[config.mk]
export PLATFORM = sky130hd
export DESIGN_NAME = tmf_front
export DESIGN_NICKNAME = d
export VERILOG_FILES = /design/src/rtl/tmf_pkg.sv /design/src/rtl/tmf_front.sv
export SDC_FILE = /design/constraint.sdc
export NUM_CORES = 2
export LEC_CHECK = 0
export BUFFER_PORTS_ARGS = -buffer_cell sky130_fd_sc_hd__buf_2
export CAP_MARGIN = 10
export CORE_MARGIN = 2
export CORE_UTILIZATION = 41
export DETAILED_ROUTE_END_ITERATION = 10
export GPL_TIMING_DRIVEN = 0
export PLACE_DENSITY_LB_ADDON = 0.2
export SETUP_SLACK_MARGIN = 0.3
export SLEW_MARGIN = 25
export SYNTH_ARGS = -nofsm -noshare
export SYNTH_HDL_FRONTEND = slang
export SYNTH_SLANG_ARGS = --single-unit
[constraint.sdc]
create_clock -name aclk -period 14.44 [get_ports aclk]
set_clock_uncertainty 0.15 [all_clocks]
set_input_delay 2.888 -clock aclk [delete_from_list [all_inputs] [get_ports aclk]]
set_output_delay 2.888 -clock aclk [all_outputs]
set_load 0.02 [all_outputs]
[src/rtl/tmf_pkg.sv]
// Package for the tensor mean diffusivity / fractional anisotropy block.
// Holds default widths used by the design modules; depends on nothing.
package tmf_pkg;
    localparam int COMP_WIDTH_DEF   = 16;
    localparam int FA_FRAC_BITS_DEF = 16;
    localparam int OUT_WIDTH        = 16;
    localparam int ROOT_BITS        = 16;
endpackage

[src/rtl/tmf_front.sv]
// Front stages: squares, trace, norm S, numerator 3S - T^2 and mean diffusivity.
// Depends on tmf_pkg.
module tmf_front #(
    parameter int CW = tmf_pkg::COMP_WIDTH_DEF,
    parameter int SW = 2 * CW + 4
) (
    input  logic                 aclk,
    input  logic                 aresetn,
    input  logic                 en,
    input  logic                 in_valid,
    input  logic signed [CW-1:0] xx,
    input  logic signed [CW-1:0] xy,
    input  logic signed [CW-1:0] xz,
    input  logic signed [CW-1:0] yy,
    input  logic signed [CW-1:0] yz,
    input  logic signed [CW-1:0] zz,
    output logic                 out_valid,
    output logic [SW-1:0]        s_out,
    output logic [SW-1:0]        num_out,
    output logic signed [15:0]   md_out
);
    import tmf_pkg::*;
    localparam int PW = 2 * CW;
    localparam int TW = CW + 2;

    logic              v1_reg, v2_reg;
    logic [PW-1:0]     q_reg [6];
    logic signed [TW-1:0] tr_reg;
    logic [SW-1:0]     s_reg;
    logic [SW-1:0]     s_next;
    logic [2*TW-1:0]   t2_next;
    logic [SW-1:0]     num_reg;
    logic signed [15:0] md_reg;
    logic signed [TW-1:0] tr_next;
    logic signed [TW-1:0] md_full;
    logic [TW-1:0]     tmag;

    function automatic logic [PW-1:0] sq(input logic signed [CW-1:0] a);
        logic [CW-1:0] m;
        m = a[CW-1] ? CW'(-a) : CW'(a);
        return PW'(m) * PW'(m);
    endfunction

    assign tr_next = TW'(xx) + TW'(yy) + TW'(zz);
    assign s_next = SW'(q_reg[0]) + SW'(q_reg[3]) + SW'(q_reg[5])
                  + (SW'(q_reg[1]) << 1) + (SW'(q_reg[2]) << 1) + (SW'(q_reg[4]) << 1);
    assign tmag = tr_reg[TW-1] ? TW'(-tr_reg) : TW'(tr_reg);
    assign t2_next = (2*TW)'(tmag) * (2*TW)'(tmag);
    assign md_full = TW'(tr_reg / 3);

    always_ff @(posedge aclk) begin
        if (!aresetn) begin
            v1_reg <= 1'b0;
            v2_reg <= 1'b0;
        end else if (en) begin
            v1_reg <= in_valid;
            v2_reg <= v1_reg;
        end
        if (en) begin
            q_reg[0] <= sq(xx);
            q_reg[1] <= sq(xy);
            q_reg[2] <= sq(xz);
            q_reg[3] <= sq(yy);
            q_reg[4] <= sq(yz);
            q_reg[5] <= sq(zz);
            tr_reg   <= tr_next;
            s_reg    <= s_next;
            num_reg  <= SW'(3 * s_next) - SW'(t2_next);
            if (md_full > TW'(32767)) md_reg <= 16'sh7fff;
            else if (md_full < -TW'(32768)) md_reg <= -16'sh8000;
            else md_reg <= 16'(md_full);
        end
    end

    assign out_valid = v2_reg;
    assign s_out     = s_reg;
    assign num_out   = num_reg;
    assign md_out    = md_reg;
endmodule

## Yosys cells after proc, flatten, opt, wreduce, memory -nomap -nowiden

Memory sizes are Yosys's and may differ from the RTL's.
Cells that the tools add are included.

| word-level totals | value |
|---|---|
| bits in latches | 0 |
| memory bits (writable) | 192 |
| bits in read-only memories | 0 |
| memories | 1 |
| output and inout bits | 89 |
| input bits | 100 |
| flip-flop bits (word level) | 108 |
| logic and storage cells | 43 |

Memories:

| name | depth | bits a word | read ports | clocked after memory_dff | write ports | line | text |
|---|---|---|---|---|---|---|---|
| q_reg | 6 | 32 | 6 | 0 | 6 | tmf_front.sv:27 | `logic [PW-1:0] q_reg [6];` |

| cells by class | value |
|---|---|
| multiplexer cells | 10 |
| bitwise operators | 0 |
| equality and inequality tests | 0 |
| magnitude comparators | 2 |
| multipliers | 8 |
| shift operators | 0 |
| div/mod/pow operators | 1 |
| reductions and logical operators | 0 |
| add/sub/neg operators | 15 |

Operator list:

| cell | count |
|---|---|
| $mul 16x16->32 | 6 |
| $mux 16 | 7 |
| $neg 16->16 | 6 |
| $add 35x33->36 | 1 |
| $add 36x33->36 | 1 |
| $mul 18x18->36 | 1 |
| $mul 2x36->36 const A | 1 |
| $sub 36x36->36 | 1 |
| $add 34x33->35 | 1 |
| $add 33x32->34 | 1 |
| $add 32x32->33 | 1 |
| $div 32x3->32 const B | 1 |
| $add 17x16->18 | 1 |
| $gt 18x16->1 const B | 1 |
| $lt 18x16->1 const B | 1 |
| $mux 18 | 1 |
| $neg 18->18 | 1 |
| $add 16x16->17 | 1 |
| $mux 1 | 2 |

## Longest topological paths before layout

| depth | value |
|---|---|
| word-level depth | 7 |
| depth in mapped cells | 42 |

## Worst setup path before layout

No wires, ideal clock.

| path | value |
|---|---|
| kind | input-to-reg |
| from | in zz[0] |
| to | mem q_reg[5][31] in the netlist's numbering (data pin) |
| path slack | 3.230 ns |
| cell stages on the path | 41 |
| arrival time | 10.792 ns |
| required time | 14.022 ns |
| cell sequence | clkbuf_1 -> inv_1 -> clkbuf_1 -> ha_1 -> nand2_1 -> o31ai_1 -> xnor2_1 -> inv_1 -> clkbuf_1 -> nor2_1 -> fa_1 -> inv_1 -> fa_1 -> inv_1 -> ha_1 -> inv_1 -> fa_1 -> inv_1 -> [... 5 more ...] -> inv_1 -> o21bai_1 -> a21oi_1 -> o21bai_1 -> a21oi_1 -> o21bai_1 -> a21oi_1 -> nor2b_1 -> o21a_1 -> o21a_1 -> o21ai_0 -> a21oi_1 -> o41ai_1 -> o21ai_0 -> o41ai_1 -> o21ai_0 -> o41ai_1 -> xnor2_1 |

RTL lines:

| what | line | text |
|---|---|---|
| start, declared | tmf_front.sv:16 | `input logic signed [CW-1:0] zz,` |
| end, declared | tmf_front.sv:27 |  |

==> flow_metrics.py <==
metrics = {
    "synth": {
        "avgSynthCellArea_um2": 9.93,
        "synthesis.area_um2": 68100,
        "yosys_register_bits": 294,
        "synth.area.top_cells": "fa_1 42%, ha_1 14%, edfxtp_1 13%, inv_1 8.9%, xnor2_1 3.5%",
        "ys.flop_type": "edfxtp_1",
        "async_reset_ff_share_pct": 0,
        "synth_commonest_cells": "1620 x inv_1, 1420 x fa_1, 737 x ha_1",
        "synth_most_common_cell": "inv_1",
        "yosysWarnings": 0,
        "synth_top_cell_by_area": "fa_1",
        "synthCells": 6860,
        "synth_top_cell_area_share_pct": 41.7,
        "synth_seq_area_share_pct": 12.9,
        "synth_edf_count": 292,
        "yosysUniqueCellTypes": 90,
    },
    "timing": {
        "finalSetupViolCount": 0,
        "worst_slack_ns": 1.35,
        "rsz0062_at_grt": "false",
        "fmax_mhz": 76.4,
        "hold_viol_final": 0,
        "finalCritPeriodShare_pct": 90.7,
        "drv_slew": 0,
        "holdWs_ns": 0.365,
        "worst_pin_slew_ns": 1.12,
        "setup_tns_ns": 0,
        "relSlewSlack_pct": 25.4,
        "period_needed_ns": 13.09,
    },
    "routing": {
        "post_drt_wl_per_cell_um": 19.5,
        "viasPerCell": 5.03,
        "first_pass_iters": 5,
        "drc": 0,
        "ant_nets": 0,
        "wirelength_um": 183000,
        "drt_iter0_drc": 2783,
        "dr_total_vias": 47332,
    },
    "clock_network": {
        "clock_latency_ns": 0.62,
        "cts_buffers": 36,
        "cts_root_buffer": "clkbuf_16",
        "cts.htree.levels": 2,
        "post_cts_buffers": 0,
        "cts_resized": 0,
        "clock_sinks": 294,
        "cts_tree": "yes",
        "cts_hold_buf": 0,
        "clockBufferDepth": 3,
        "clk_pin_slew_ns": 0.06,
    },
    "critical_path": {
        "rrSetupSlack_ns": 2.19,
        "r2r_cells": 37,
        "worst-endpoint-required_ns": 14.61,
        "cp-endpoint": "q_reg[0][31]$_DFFE_PP_",
        "slowest_delay_ns": 0.77,
        "end_kind": "flop",
        "worstReg2RegStart": "tr_reg[0]$_DFFE_PP_",
        "crit_start": "xx[0]",
        "start_kind": "input port",
        "critPathArrivalTime_ns": 13.26,
        "crit_type": "input port to flop",
        "worstPathMaxFanout": 11,
        "rr_endpoint": "num_out[35]$_DFFE_PP_",
        "crit_path_top_delay_cell": "o41ai_1",
        "worst_path_most_repeated_cell": "inv_1",
    },
    "global_route": {
        "antenna_found_initial": 20,
        "grt_start_max_net_pins": 89,
        "grt_use_total_pct": 22.4,
        "grt_pass1_wl_um": 291000,
        "grt_pass1_vias": 51006,
        "grt-ovfl-total": 0,
    },
    "min_path": {
        "hold_path_class": "flop to flop",
    },
    "placement": {
        "dp_slack_ns": 0.780,
        "hpwlAfterDp_um": 160000,
        "portBuffers": 188,
        "place_congestion": 0.897,
        "place_area_um2": 72500,
    },
    "cells_and_area": {
        "largest_reg_flops": 186,
        "final_area_um2": 73700,
        "layout-drive-gt1-share_pct": 5.22,
        "area_growth_syn_to_layout_pct": 8.16,
        "nets": 9438,
    },
    "floorplanning": {
        "io_pins": 189,
        "rows": 149,
        "die_w_um": 412,
        "core_um2": 165000,
        "initial_core_util_pct": 41.3,
        "die_h_um": 412,
        "dieArea_um2": 169000,
    },
    "run_status": {
        "status": "completed",
    },
    "flow_run": {
        "maxCapViolations": 0,
    },
}
## placed cells by master (no fill, tap or decap), types with 12 or more instances in the layout
cell and n:
inv_1 1620, fa_1 1420, ha_1 737, nor2_1 574, nand2_1 535, edfxtp_1 292, xnor2_1 250, buf_2 198
a21oi_1 183, clkbuf_1 117, xor2_1 107, o21ai_0 93, conb_1 91, nor3_1 88, o21bai_1 71, nand3_1 59
a21o_1 51, and2_1 44, clkinv_1 43, o21a_1 41, nand2b_1 40, and3_1 38, o31ai_1 37, clkbuf_16 36
nor2b_1 29, or2_2 28, o41ai_1 27, or3_1 23, xnor2_2 21, a211oi_1 19, a31oi_1 18, xor2_2 17
or4_1 16, nor4_1 15, o21ai_1 13, o31a_1 13, a21boi_0 12, a211o_1 12
## per-layer routing
metal,track usage [%],up-vias,share of wire (%)
met2,38.0,1132,49
met3,2.59,203,5.3
met1,30.1,24155,43
met4,6.70,8,3.1
li1,-,21834,-
met5,0,-,0.029
## cells by family (layout without fill, tap and decap cells)
group	Yosys count	count (layout)	synth area share, %
xor gates and xnor gates	395	395	5.10
AOI/OAI and AO/OA	683	683	6.84
buffers and inverters	1798	2054	9.95
muxes	13	13	0.202
and+or+nand+nor	1518	1518	9.70
DFF	294	294	12.9
other	2	101	0.0110
adders and majority gates	2157	2157	55.3
## worst max-delay path, delay by kind of cell
family          cells  cell delay, ns
simple gates        3            0.63
compound gates     16            3.52
fa+ha+maj           8            2.92
xor+xnor            2            1.11
buf+inv            13            2.13
## worst min path at each step
stage                                 startpoint                     end  depth (start not counted)
after CTS                 out_valid$_SDFFE_PN0P_  out_valid$_SDFFE_PN0P_                          2
final                     out_valid$_SDFFE_PN0P_  out_valid$_SDFFE_PN0P_                          2
after floorplan              v1_reg$_SDFFE_PN0P_     v1_reg$_SDFFE_PN0P_                          2
after detailed placement  out_valid$_SDFFE_PN0P_  out_valid$_SDFFE_PN0P_                          2
after global placement    out_valid$_SDFFE_PN0P_  out_valid$_SDFFE_PN0P_                          2
after global routing      out_valid$_SDFFE_PN0P_  out_valid$_SDFFE_PN0P_                          2
## area by class of cell
type,instances,area (um2)
clock buffers,38,908
flip-flops and latches,294,8810
clock inverters,24,195
plain buffers,137,547
inverters,1661,6230
diodes,10,25.0
multi-input cells,4857,53200
repair buffers,194,1050
well taps,2189,2740
fillers,15925,91300
## stage by stage
step	utilization [%]	std cells
6_report	44.7	9404
5_1_grt	44.6	9394
4_1_cts	44.6	9394
3_5_place_dp	43.9	9332
3_3_place_gp	43.7	9326
2_1_floorplan	-	6949
Power is not shown: default switching activity piles up to over one toggle a cycle in this logic, so the estimate is an artifact.
